==> src/hdl/assert_macros.svh <==
// Assertion macros used by the top RTL file of the bit pair serial counter.
`ifndef ASSERT_MACROS_SVH
`define ASSERT_MACROS_SVH

// Same-cycle implication, disabled while reset is asserted.
`define BPSC_ASSERT_IMPLY(label, clk, rst_n, ante, cons) \
  label: assert property (@(posedge clk) disable iff (!(rst_n)) (ante) |-> (cons)) \
    else $error("assertion failed");

// Next-cycle implication, disabled while reset is asserted.
`define BPSC_ASSERT_NEXT(label, clk, rst_n, ante, cons) \
  label: assert property (@(posedge clk) disable iff (!(rst_n)) (ante) |=> (cons)) \
    else $error("assertion failed");

`endif

==> src/hdl/bpsc_pkg.sv <==
// Types, constants and helper functions of the bit pair serial counter.
package bpsc_pkg;

  localparam int unsigned CntW     = 28;
  localparam int unsigned ByteBits = 8;
  localparam int unsigned PairIdxW = 2;

  typedef logic [CntW-1:0] cnt_t;

  localparam cnt_t CntMax = {CntW{1'b1}};

  // Indexes into the pair counters: earlier bit times two plus later bit.
  localparam logic [PairIdxW-1:0] Pair00 = 2'd0;
  localparam logic [PairIdxW-1:0] Pair01 = 2'd1;
  localparam logic [PairIdxW-1:0] Pair10 = 2'd2;
  localparam logic [PairIdxW-1:0] Pair11 = 2'd3;

  // Per-byte statistics computed before the input register.
  typedef struct packed {
    logic [3:0]      ones;   // one bits in the byte, 0 to 8
    logic [3:0][2:0] intra;  // pairs inside the byte, 0 to 7 each
    logic            msb;    // earliest bit
    logic            lsb;    // latest bit
  } byte_stats_t;

  // Running totals after the current byte has been counted.
  typedef struct packed {
    cnt_t        total;
    cnt_t        ones;
    cnt_t [3:0]  pairs;
  } counts_t;

  // Saturating add of a small increment to a counter.
  function automatic cnt_t sat_add(cnt_t a, logic [3:0] b);
    logic [CntW:0] s;
    s = {1'b0, a} + {{(CntW - 3){1'b0}}, b};
    return s[CntW] ? CntMax : s[CntW-1:0];
  endfunction

endpackage

==> src/hdl/bpsc_byte_stats.sv <==
// Per-byte bit count and count of the seven adjacent pairs inside the byte.
module bpsc_byte_stats import bpsc_pkg::*; (
  input  logic [7:0]  data_i,
  output byte_stats_t stats_o
);

  always_comb begin
    stats_o = '0;
    for (int k = 0; k < ByteBits; k++) begin
      stats_o.ones = stats_o.ones + {3'b000, data_i[k]};
    end
    // Bit k+1 comes before bit k, so data_i[k+1:k] is the pair index.
    for (int k = 0; k < ByteBits - 1; k++) begin
      stats_o.intra[data_i[k+:2]] = stats_o.intra[data_i[k+:2]] + 3'd1;
    end
    stats_o.msb = data_i[ByteBits-1];
    stats_o.lsb = data_i[0];
  end

endmodule

==> src/hdl/bpsc_accum.sv <==
// Slice counters with boundary and wrap-around pair handling.
module bpsc_accum import bpsc_pkg::*; (
  input  logic        clk_i,
  input  logic        rst_ni,
  input  logic        step_i,
  input  logic        last_i,
  input  byte_stats_t stats_i,
  output counts_t     counts_o
);

  cnt_t            bit_total_q, bit_total_d;
  cnt_t            ones_total_q, ones_total_d;
  cnt_t [3:0]      pairs_q, pairs_d;
  logic            prev_lsb_q, prev_lsb_d;
  logic            first_bit_q, first_bit_d;
  logic            at_start_q, at_start_d;
  logic [3:0][3:0] add;
  logic            first_eff;

  always_comb begin
    add = '0;
    for (int k = 0; k < 4; k++) begin
      add[k] = {1'b0, stats_i.intra[k]};
    end
    first_eff = at_start_q ? stats_i.msb : first_bit_q;
    // Pair across the boundary from the previous byte.
    if (!at_start_q) begin
      add[{prev_lsb_q, stats_i.msb}] = add[{prev_lsb_q, stats_i.msb}] + 4'd1;
    end
    // Wrap-around pair from the final bit back to the first bit.
    if (last_i) begin
      add[{stats_i.lsb, first_eff}] = add[{stats_i.lsb, first_eff}] + 4'd1;
    end

    counts_o.total = sat_add(bit_total_q, 4'(ByteBits));
    counts_o.ones  = sat_add(ones_total_q, stats_i.ones);
    for (int k = 0; k < 4; k++) begin
      counts_o.pairs[k] = sat_add(pairs_q[k], add[k]);
    end
  end

  always_comb begin
    bit_total_d  = bit_total_q;
    ones_total_d = ones_total_q;
    pairs_d      = pairs_q;
    prev_lsb_d   = prev_lsb_q;
    first_bit_d  = first_bit_q;
    at_start_d   = at_start_q;
    if (step_i) begin
      prev_lsb_d  = stats_i.lsb;
      first_bit_d = first_eff;
      if (last_i) begin
        bit_total_d  = '0;
        ones_total_d = '0;
        pairs_d      = '0;
        at_start_d   = 1'b1;
      end else begin
        bit_total_d  = counts_o.total;
        ones_total_d = counts_o.ones;
        pairs_d      = counts_o.pairs;
        at_start_d   = 1'b0;
      end
    end
  end

  always_ff @(posedge clk_i or negedge rst_ni) begin
    if (!rst_ni) begin
      bit_total_q  <= '0;
      ones_total_q <= '0;
      pairs_q      <= '0;
      prev_lsb_q   <= 1'b0;
      first_bit_q  <= 1'b0;
      at_start_q   <= 1'b1;
    end else begin
      bit_total_q  <= bit_total_d;
      ones_total_q <= ones_total_d;
      pairs_q      <= pairs_d;
      prev_lsb_q   <= prev_lsb_d;
      first_bit_q  <= first_bit_d;
      at_start_q   <= at_start_d;
    end
  end

endmodule

==> src/hdl/bit_pair_serial_counter.sv <==
// A slice's result beat is registered in the result register when its final byte leaves the input register.
// Throughput: one byte per cycle unless the input stage is held, set by the counter update in bpsc_accum.
// Only a final byte meeting a result that is still waiting holds the input stage.
// Reset (rst_ni low, asynchronous): counters clear, the next byte opens a new slice,
// and both the input stage and the result register are empty.
`include "assert_macros.svh"

module bit_pair_serial_counter import bpsc_pkg::*; (
  input  logic       clk_i,
  input  logic       rst_ni,
  input  logic       in_valid_i,
  output logic       in_ready_o,
  input  logic [7:0] data_byte_i,
  input  logic       last_in_slice_i,
  output logic       out_valid_o,
  input  logic       out_ready_i,
  output cnt_t       total_bits_o,
  output cnt_t       zero_count_o,
  output cnt_t       one_count_o,
  output cnt_t       pairs_00_o,
  output cnt_t       pairs_01_o,
  output cnt_t       pairs_10_o,
  output cnt_t       pairs_11_o
);

  // The byte statistics (popcount and the seven inner pairs) are formed
  // from the input beat and captured in the input register together with
  // the last flag.
  byte_stats_t in_stats;
  byte_stats_t s1_stats_q;
  logic        s1_last_q;
  logic        s1_valid_q;
  logic        s1_adv;
  logic        in_fire;

  // Result register. The zero count is formed at the output from the held
  // bit and one totals.
  counts_t     counts;
  counts_t     out_q;
  logic        out_valid_q;
  logic        out_load;

  bpsc_byte_stats u_byte_stats (
    .data_i  (data_byte_i),
    .stats_o (in_stats)
  );

  // The registered byte moves into the counters unless it closes a slice
  // and the result register still holds a beat that is not being taken.
  assign s1_adv     = s1_valid_q && (!s1_last_q || !out_valid_q || out_ready_i);
  assign out_load   = s1_adv && s1_last_q;
  assign in_ready_o = !s1_valid_q || s1_adv;
  assign in_fire    = in_valid_i && in_ready_o;

  always_ff @(posedge clk_i or negedge rst_ni) begin
    if (!rst_ni) begin
      s1_valid_q <= 1'b0;
    end else if (in_ready_o) begin
      s1_valid_q <= in_valid_i;
    end
  end

  always_ff @(posedge clk_i) begin
    if (in_fire) begin
      s1_stats_q <= in_stats;
      s1_last_q  <= last_in_slice_i;
    end
  end

  bpsc_accum u_accum (
    .clk_i    (clk_i),
    .rst_ni   (rst_ni),
    .step_i   (s1_adv),
    .last_i   (s1_last_q),
    .stats_i  (s1_stats_q),
    .counts_o (counts)
  );

  always_ff @(posedge clk_i or negedge rst_ni) begin
    if (!rst_ni) begin
      out_valid_q <= 1'b0;
    end else if (out_load) begin
      out_valid_q <= 1'b1;
    end else if (out_ready_i) begin
      out_valid_q <= 1'b0;
    end
  end

  always_ff @(posedge clk_i) begin
    if (out_load) begin
      out_q <= counts;
    end
  end

  assign out_valid_o  = out_valid_q;
  assign total_bits_o = out_q.total;
  // Ones never exceed the bit total, so this difference is never negative.
  assign zero_count_o = out_q.total - out_q.ones;
  assign one_count_o  = out_q.ones;
  assign pairs_00_o   = out_q.pairs[Pair00];
  assign pairs_01_o   = out_q.pairs[Pair01];
  assign pairs_10_o   = out_q.pairs[Pair10];
  assign pairs_11_o   = out_q.pairs[Pair11];

  // A result beat that is taken without a new one behind it leaves the register empty.
  `BPSC_ASSERT_NEXT(a_out_drain, clk_i, rst_ni, out_valid_q && out_ready_i && !out_load, !out_valid_q)
  // A held byte that does not advance is not overwritten.
  `BPSC_ASSERT_NEXT(a_s1_hold, clk_i, rst_ni, s1_valid_q && !s1_adv, s1_valid_q && $stable(s1_stats_q))
  // The one count of a slice never exceeds its bit count.
  `BPSC_ASSERT_IMPLY(a_ones_le_total, clk_i, rst_ni, out_valid_q, out_q.ones <= out_q.total)
  // On a circular slice, rising and falling edges balance until saturation.
  `BPSC_ASSERT_IMPLY(a_edges_balance, clk_i, rst_ni, out_valid_q && out_q.total != CntMax, out_q.pairs[Pair01] == out_q.pairs[Pair10])

endmodule

==> config.mk <==
export PLATFORM = sky130hd
export DESIGN_NAME = bit_pair_serial_counter
export DESIGN_NICKNAME = d
export VERILOG_FILES = /design/src/hdl/bpsc_pkg.sv /design/src/hdl/bpsc_byte_stats.sv /design/src/hdl/bpsc_accum.sv /design/src/hdl/bit_pair_serial_counter.sv
export VERILOG_INCLUDE_DIRS = /design/src /design/src/hdl
export SDC_FILE = /design/constraint.sdc
export NUM_CORES = 1
export LEC_CHECK = 0
export ABC_AREA = 1
export BUFFER_PORTS_ARGS = -buffer_cell sky130_fd_sc_hd__clkbuf_2
export CAP_MARGIN = 20
export CORE_AREA = 2 2 209 211
export CTS_BUF_LIST = sky130_fd_sc_hd__clkbuf_8
export DETAILED_ROUTE_END_ITERATION = 8
export DIE_AREA = 0 0 211 213
export PLACE_DENSITY = 0.65
export SYNTH_ARGS = -nofsm -noshare
export SYNTH_HDL_FRONTEND = slang
export SYNTH_SLANG_ARGS = --single-unit
==> constraint.sdc <==
create_clock -name clk_i -period 8.4 [get_ports clk_i]
set_clock_uncertainty 0.05 [all_clocks]
set_input_delay 1.26 -clock clk_i [delete_from_list [all_inputs] [get_ports clk_i]]
set_output_delay 1.26 -clock clk_i [all_outputs]
set_load 0.02 [all_outputs]
Word-level counts from Yosys, hierarchy flattened
Cells that the tools add are included.

Muxes and demuxes: 59. Reduce and logical (&&, ||, !) cells: 19. Magnitude comparators: 18. Bitwise operators: 1. Add/sub/neg operators: 23.

Operators by type and width (count): 2-to-1 mux 28 bit (8); adder 28 x 4 -> 29 bit (5); 2-to-1 mux 112 bit (1); bitwise mux 12 bit (6); binary-select mux 3 bit (select 2 bit) (7); demux 3 bit (select 2 bit) (7); 2-to-1 mux 3 bit (14); bitwise mux 16 bit (2); 2-to-1 mux 16 bit (2); adder 28 x 4 -> 29 bit (second input constant) (1); subtractor 28 bit (1); < comparator 2 x 3 -> 1 bit (second input constant) (9); adder 4 x 1 -> 4 bit (6); adder 3 x 1 -> 3 bit (second input constant) (7); greater-or-equal comparator 2 x 1 -> 1 bit (second input constant) (9); binary-select mux 4 bit (select 2 bit) (2); demux 4 bit (select 2 bit) (2); 2-to-1 mux 4 bit (4); AND 12 bit (1); logical AND 1 bit (12); adder 4 x 1 -> 4 bit (second input constant) (2); 2-to-1 mux 1 bit (4); zero test 1 bit (3); logical OR 1 bit (3); other kinds (2) (2).

Output and inout port bits: 198. Word-level logic and storage cells: 145. Bits in registers: 360. Input bits: 13.

Logic depth before layout (Yosys ltp)
Gate-level depths: netlist of the first run.

Depth in word-level cells: 29. Depth in mapped cells: 39. Mapped depth without buffers: 38.

Modules after synthesis
From an unflattened synthesis of the first run, not the netlist that was laid out.

Cells, all modules: 2862. Area total of the unflattened synthesis: 22207.5 µm².

Modules (own cells, without submodules): bpsc_accum (area each 12664.6 µm², cells each 1921, instances 1); bit_pair_serial_counter (area each 7892.6 µm², cells each 650, instances 1); bpsc_byte_stats (area each 1650.3 µm², cells each 291, instances 1).

Least setup slack after synthesis of the first run
OpenSTA, ideal clock, no wires.

Path kind: input to register. Start: in data_byte_i[1]. End: reg s1_stats_q[3] in the netlist's numbering, data pin. Data arrival time: 5.883 ns. Stages on the path: 34. Path slack: 2.199 ns. Cells stage by stage: inv_1 ha_1 nor2_1 a21oi_1 a22o_1 o21ai_0 inv_1 ha_1 inv_1 o21ai_0 a22oi_1 nand3_1 ha_1 inv_1 nor2_1 a221oi_1 nor2_1 a221oi_1 o21ai_0 ha_1 inv_1 nor2_1 a221oi_1 o22ai_1 a21oi_1 o21ai_0 ha_1 o21ai_0 nor2_1 nor2_1 o21ai_0 ha_1 nand2_1 o21ai_0.

RTL lines: from (decl) (line bit_pair_serial_counter.sv:13) `input logic [7:0] data_byte_i,`; to (signal assigned) (line bit_pair_serial_counter.sv:65) `s1_stats_q <= in_stats;`; to (decl) (line bit_pair_serial_counter.sv:30) `byte_stats_t s1_stats_q;`.

==> results.json, run 1 <==
{
  "cts_resized": 0,
  "crit_start": "data_byte_i[1]",
  "pre_cts_ws_ps": 1210,
  "pwr-share-comb": 0.229,
  "drtPass1Iterations": 5,
  "switching_power_mw": 1.49,
  "insertion_delay_ps": 660,
  "syn_area_um2": 20300,
  "power_density_nw_per_um2": 199,
  "p_int_mw": 3.08,
  "dp_hpwl_um": 36700,
  "die_w_um": 211,
  "yosysWarnings": 0,
  "p_total_mw": 4.58,
  "min_period_ps": 6600,
  "multiInputGateArea_um2": 8640,
  "maxCapViolations": 0,
  "p_leak_nw": 11.0,
  "endpoint": "s1_stats_q[9]",
  "wire_per_inst_um": 15.9,
  "nNetsFinal": 2666,
  "synth_cell_types": 63,
  "crit_path_start_kind": "primary input",
  "clockPowerShare": 0.309,
  "cts_tree": "built",
  "cts-htree-levels": 2,
  "die_area_um2": 44900,
  "critPathSlowestCell": "a221oi_1",
  "io_buffers": 210,
  "cts_made_buffers": 58,
  "drv_slew": 0,
  "synth_top_area_frac": 0.276,
  "worstReg2RegEnd": "u_accum.pairs_q[102]",
  "drtIter0Drc": 1060,
  "ir_drop_uv": 115,
  "grt_usage": 0.226,
  "n_fill_cell": 3886,
  "synth_cells": 2353,
  "cp_slowest_stage_delay_ps": 350,
  "finalHoldViolations": 0,
  "setup_viol": 0,
  "ant_nets": 0,
  "start_util": 0.476,
  "clock-sinks": 360,
  "avgSynthCellArea_um2": 8.64,
  "period_share": 0.785,
  "cts_setup_buffers": 0,
  "setup_slack_ps": 1800,
  "drc": 0,
  "seqPwrFrac": 0.461,
  "synth_area_leader_cell": "edfxtp_1",
  "outcome": "complete, no violations",
  "stdcell_count": 3179,
  "clk_transition_reported_paths_ps": 60,
  "r2r_slack_ps": 2540,
  "grt_pass1_wl_um": 81500,
  "worstPathMaxFanout": 6,
  "yosysSeqAreaShare": 0.489,
  "grt_pass1_vias": 16297,
  "place_area_um2": 21900,
  "worst-slew-pin-transition_ps": 1070,
  "place_congestion": 0.939,
  "arrival_ps": 6940,
  "reg2reg_from": "s1_stats_q[1]",
  "stdcell_area_um2": 23000,
  "hp-class": "flop to flop",
  "relSlewSlack": 0.282,
  "syn2layout_area_growth_pct": 13.2,
  "vias": 16775,
  "synthTopCellsByArea": "edfxtp_1 28%, dfrtp_1 21%, nand2_1 8.4%",
  "drt-total-wl_um": 50600,
  "setup-tns-final_ps": 0,
  "final_cell_mix": "455 x nand2_1, 409 x inv_1, 216 x nor2_1",
  "grt_max_degree": 88,
  "ff_latch_area_um2": 9950,
  "num_rows": 76,
  "syn_nets": 2437,
  "dp_cells": 3068,
  "rsz0062_at_grt": "false",
  "die_h_um": 213,
  "ctsHoldBuffers": 0,
  "drt-vias-per-instance": 5.28,
  "ys_ff_latch": 360,
  "fmax_ghz": 0.152,
  "drive_gt1_frac": 0.160,
  "io_pins": 211,
  "r2r_cells": 23,
  "final_common_cell": "nand2_1",
  "core_area_um2": 42700,
  "swShare": 0.327,
  "clockRootBuffer": "clkbuf_8",
  "required_ps": 8750,
  "clockBufferDepth": 3,
  "grt_antenna_before_repair": 1,
  "crit_type": "primary input to flop",
  "cp-end-kind": "flop",
  "grt_overflow": 0
}
[worst min path at each step]
| stage | to | slack, ps | depth (start not counted) | start |
|---|---|---|---|---|
| after floorplan | u_accum.ones_total_q[0] | 400 | 2 | u_accum.ones_total_q[0] |
| after global placement | u_accum.ones_total_q[0] | 420 | 2 | u_accum.ones_total_q[0] |
| after detailed placement | u_accum.pairs_q[59] | 430 | 2 | u_accum.pairs_q[59] |
| after CTS | u_accum.pairs_q[59] | 450 | 2 | u_accum.pairs_q[59] |
| after global routing | u_accum.ones_total_q[2] | 480 | 1 | u_accum.ones_total_q[2] |
| final | u_accum.pairs_q[59] | 440 | 2 | u_accum.pairs_q[59] |
[logic make-up after synthesis]
kind of cell,synth area share
xor+xnor,0.0418
fa+ha+maj,0.0474
simple gates,0.221
buf+inv,0.0863
flops,0.489
compound gates,0.112
mux,0.00246
[worst max-delay path, delay by kind of cell]
family	cells	cell delay, ps
mux	1	210
fa+ha+maj	6	1810
compound gates	15	2340
buf+inv	6	670
simple gates	7	590
[per-stage QoR]
step                utilization  hold slack, ps
floorplan                     -             403
global placement          0.514             416
detailed placement        0.514             431
CTS                       0.539             446
global route              0.539             477
finish                    0.539             441
[cell usage after synthesis, drive strengths merged]
| cell | count |
|---|---|
| nand2 | 469 |
| inv | 405 |
| nor2 | 235 |
| o21ai | 219 |
| edfxtp | 187 |
| dfrtp | 172 |
| nand3 | 121 |
| xor2 | 82 |
| a21oi | 77 |
| ha | 61 |
| nor3 | 60 |
| o22ai | 55 |
| clkbuf | 33 |
| nand4 | 32 |
| buf | 17 |
| nor4 | 17 |
| or2 | 15 |
| xnor2 | 15 |
| a22oi | 10 |
| fa | 10 |
| a31oi | 9 |
| o211ai | 9 |
| a22o | 7 |
| mux2i | 5 |
| a21o | 4 |
| a221oi | 4 |
| and2 | 3 |
| a211oi | 2 |
| a21boi | 2 |
| clkinv | 2 |
| nand3b | 2 |
| o2111ai | 2 |
| o221ai | 2 |
| or4 | 2 |
| a32oi | 1 |
| and3 | 1 |
| dfstp | 1 |
| o21bai | 1 |
| o311ai | 1 |
| o31ai | 1 |
[power groups by stage]
stage	Clock, mW	Sequential [mW]	Combinational (mW)
after floorplan	0	2.20	0.672
after global placement	0	2.14	1.03
after detailed placement	0	2.14	1.05
after CTS	1.47	2.11	1.06
after global routing	1.54	2.12	1.18
final	1.42	2.11	1.05
[area by class of cell]
| type | count | area share |
|---|---|---|
| diodes | 1 | 0.000109 |
| clock buffers | 62 | 0.0371 |
| clock inverters | 48 | 0.00989 |
| inverters | 407 | 0.0669 |
| multi-input cells | 1536 | 0.375 |
| flip-flops and latches | 360 | 0.432 |
| well taps | 546 | 0.0297 |
| repair buffers | 219 | 0.0489 |
[sequential cells by signal, indices dropped and copies added, names as in the netlist]
register,cells
pairs_00_o,28
u_accum.ones_total_q,28
pairs_11_o,28
total_bits_o,28
u_accum.pairs_q,112
s1_valid_q,1
u_accum.bit_total_q,28
s1_stats_q,18
out_valid_o,1
pairs_01_o,28
s1_last_q,1
u_accum.first_bit_q,1
u_accum.at_start_q,1
pairs_10_o,28
one_count_o,28
u_accum.prev_lsb_q,1
[per-layer routing]
layer / global-route usage / up-vias / part of all wire
met2: 0.375 / 495 / 0.47
met1: 0.298 / 7915 / 0.45
met5: 0 / - / 0
met3: 0.0374 / 96 / 0.052
met4: 0.0857 / 0 / 0.029
li1: - / 8269 / -
(Power assumes the default switching activity.)
==> run 2, diff against run 1 <==
ABC_AREA = 0   (was 1)
CORE_AREA = 2 2 215 217   (was 2 2 209 211)
DIE_AREA = 0 0 217 219   (was 0 0 211 213)
PLACE_DENSITY = 0.64   (was 0.65)
clock period = 6.85 ns   (was 8.4 ns; I/O delays follow)
==> run 2 against run 1 <==
Net effect:
- register-to-register slack worse by 1700 ps
- setup slack got worse by 1400 ps
- synthesized area up 5.2%
- cell count fell by 5.0%
- via count rose by 3.9%
- combinational power grew 21%
- critical path depth is 7 lower
- largest power group unchanged
- design area up 5.3%
- wire length rose by 6.2%
- core utilization fell by 0.15 points
- non-clock buffer count up 38
- sequential cell count stayed put
==> results.json, run 2 <==
{
  "die_w_um": 217,
  "io_buffers": 210,
  "ff_latch_area_um2": 9950,
  "cts_tree": "built",
  "crit_path_start_kind": "primary input",
  "period_share": 0.938,
  "ys_async_sr_fraction": 0.481,
  "arrival_ps": 6850,
  "pwr-share-comb": 0.221,
  "clock-sinks": 360,
  "min_period_ps": 6420,
  "cp-end-kind": "flop",
  "wire_per_inst_um": 17.8,
  "cts_made_buffers": 61,
  "grt_usage": 0.225,
  "drv_slew": 0,
  "nNetsFinal": 2454,
  "ir_drop_uv": 147,
  "setup_slack_ps": 426,
  "setup_viol": 0,
  "grt_pass1_vias": 17098,
  "yosysWarnings": 0,
  "synth_cell_types": 96,
  "clockRootBuffer": "clkbuf_8",
  "synth_top_area_frac": 0.263,
  "final_cell_mix": "257 x nand2_1, 208 x clkbuf_2, 187 x edfxtp_1",
  "required_ps": 7270,
  "critPathSlowestCell": "mux4_2",
  "relSlewSlack": 0.293,
  "start_util": 0.474,
  "outcome": "complete, no violations",
  "cts-htree-levels": 2,
  "insertion_delay_ps": 650,
  "hp-class": "primary input to asynchronous set/reset pin",
  "p_int_mw": 3.96,
  "dp_hpwl_um": 36700,
  "final_common_cell": "nand2_1",
  "drt-vias-per-instance": 5.77,
  "power_density_nw_per_um2": 237,
  "grt_pass1_wl_um": 87300,
  "avgSynthCellArea_um2": 9.79,
  "core_area_um2": 45100,
  "ys_top_cells_by_count": "258 x nand2_1, 187 x edfxtp_1, 172 x dfrtp_1",
  "clockBufferDepth": 3,
  "crit_type": "primary input to flop",
  "drtPass1Iterations": 6,
  "pre_cts_ws_ps": -272,
  "multiInputGateArea_um2": 10500,
  "cp_slowest_stage_delay_ps": 510,
  "clockPowerShare": 0.332,
  "synth_area_leader_cell": "edfxtp_1",
  "p_leak_nw": 11.2,
  "worstPathMaxFanout": 9,
  "drive_gt1_frac": 0.173,
  "num_rows": 78,
  "swShare": 0.311,
  "largest_reg_flops": 112,
  "rsz0062_at_grt": "false",
  "p_total_mw": 5.75,
  "ctsHoldBuffers": 0,
  "switching_power_mw": 1.79,
  "yosysSeqAreaShare": 0.465,
  "synth.most_common_cell": "nand2_1",
  "clk_transition_reported_paths_ps": 60,
  "place_congestion": 0.931,
  "synth_cells": 2184,
  "syn2layout_area_growth_pct": 13.4,
  "synth-edff-count": 187,
  "die_area_um2": 47500,
  "vias": 17437,
  "syn_area_um2": 21400,
  "fmax_ghz": 0.156,
  "synthTopCellsByArea": "edfxtp_1 26%, dfrtp_1 20%, nand2_1 4.5%",
  "finalHoldViolations": 0,
  "seqPwrFrac": 0.447,
  "maxCapViolations": 0,
  "grt_max_degree": 89,
  "stdcell_area_um2": 24200,
  "ant_nets": 0,
  "antennaDiodeCount": 0,
  "io_pins": 211,
  "n_fill_cell": 4114,
  "drtIter0Drc": 1148,
  "largest-register": "u_accum.pairs_q",
  "setup-tns-final_ps": 0,
  "drt-total-wl_um": 53700,
  "syn_nets": 2268,
  "worst-slew-pin-transition_ps": 1060,
  "drc": 0,
  "die_h_um": 219,
  "grt_overflow": 0,
  "place_area_um2": 23000,
  "grt_antenna_before_repair": 0,
  "ys.flop_type": "edfxtp_1",
  "ys_ff_latch": 360
}
-- run 2: what timing repair did --
action                                  in CTS  in global routing
endpoints found under the setup margin       0                  3
hold endpoints to repair                     0                  0
setup buffers                                0                  0
resized for setup                            0                  2
-- run 2: power by group through the flow --
| stage | logic, mW | registers, mW | clock network, mW |
|---|---|---|---|
| 6_report | 1.27 | 2.57 | 1.91 |
| 5_1_grt | 1.42 | 2.58 | 2.07 |
| 3_5_place_dp | 1.26 | 2.61 | 0 |
| 3_3_place_gp | 1.23 | 2.61 | 0 |
| 2_1_floorplan | 0.840 | 2.65 | 0 |
| 4_1_cts | 1.28 | 2.57 | 1.98 |
-- run 2: cell families after synthesis --
| family | share of synthesized area |
|---|---|
| AND/OR/NAND/NOR | 0.152 |
| adder cells (fa/ha/maj) | 0.0451 |
| flip-flops | 0.465 |
| multiplexers | 0.0265 |
| XOR/XNOR | 0.0619 |
| buffers and inverters | 0.0472 |
| AO/OA/AOI/OAI | 0.202 |
-- run 2: area by class of cell --
cell class,instances,share of cell area
multi-input combinational,1575,0.432
sequential,360,0.410
timing repair buffer,257,0.0590
clock buffer,68,0.0386
tap,600,0.0310
inverter,115,0.0180
clock inverter,46,0.0114
-- run 2: path summary, 6_finish.rpt --
| kind | startpoint | to | slack, ps | depth (start not counted) |
|---|---|---|---|---|
| worst max-delay path | data_byte_i[1] | s1_stats_q[7] | 430 | 28 |
| worst min-delay path | rst_ni | u_accum.pairs_q[11] | 260 | 1 |
| worst min register to register | u_accum.bit_total_q[2] | u_accum.bit_total_q[2] | 440 | 1 |
| min in group clk_i | u_accum.bit_total_q[2] | u_accum.bit_total_q[2] | 440 | 1 |
| worst max register to register | s1_stats_q[1] | u_accum.pairs_q[97] | 860 | 18 |
| max in group asynchronous | rst_ni | u_accum.bit_total_q[0] | 5110 | 2 |
-- run 2: stage by stage --
step,instances,hold WS [ps],utilization
global placement,2906,417,0.510
detailed placement,2906,432,0.510
floorplan,2184,406,-
CTS,3020,242,0.537
finish,3021,260,0.538
global route,3021,285,0.538
-- run 2: critical path: cells and delay by family --
kind,cells,cell delay (ps)
muxes,5,1870
AOI/OAI and AO/OA,12,1750
adders and majority gates,6,1650
buffers and inverters,3,310
and+or+nand+nor,2,240
-- run 2: routing by layer --
metal,GRT usage,share of wire,up-vias
met1,0.307,0.46,8558
met3,0.0266,0.041,100
met2,0.367,0.47,420
li1,-,-,8359
met4,0.0893,0.029,0
met5,0,0,-
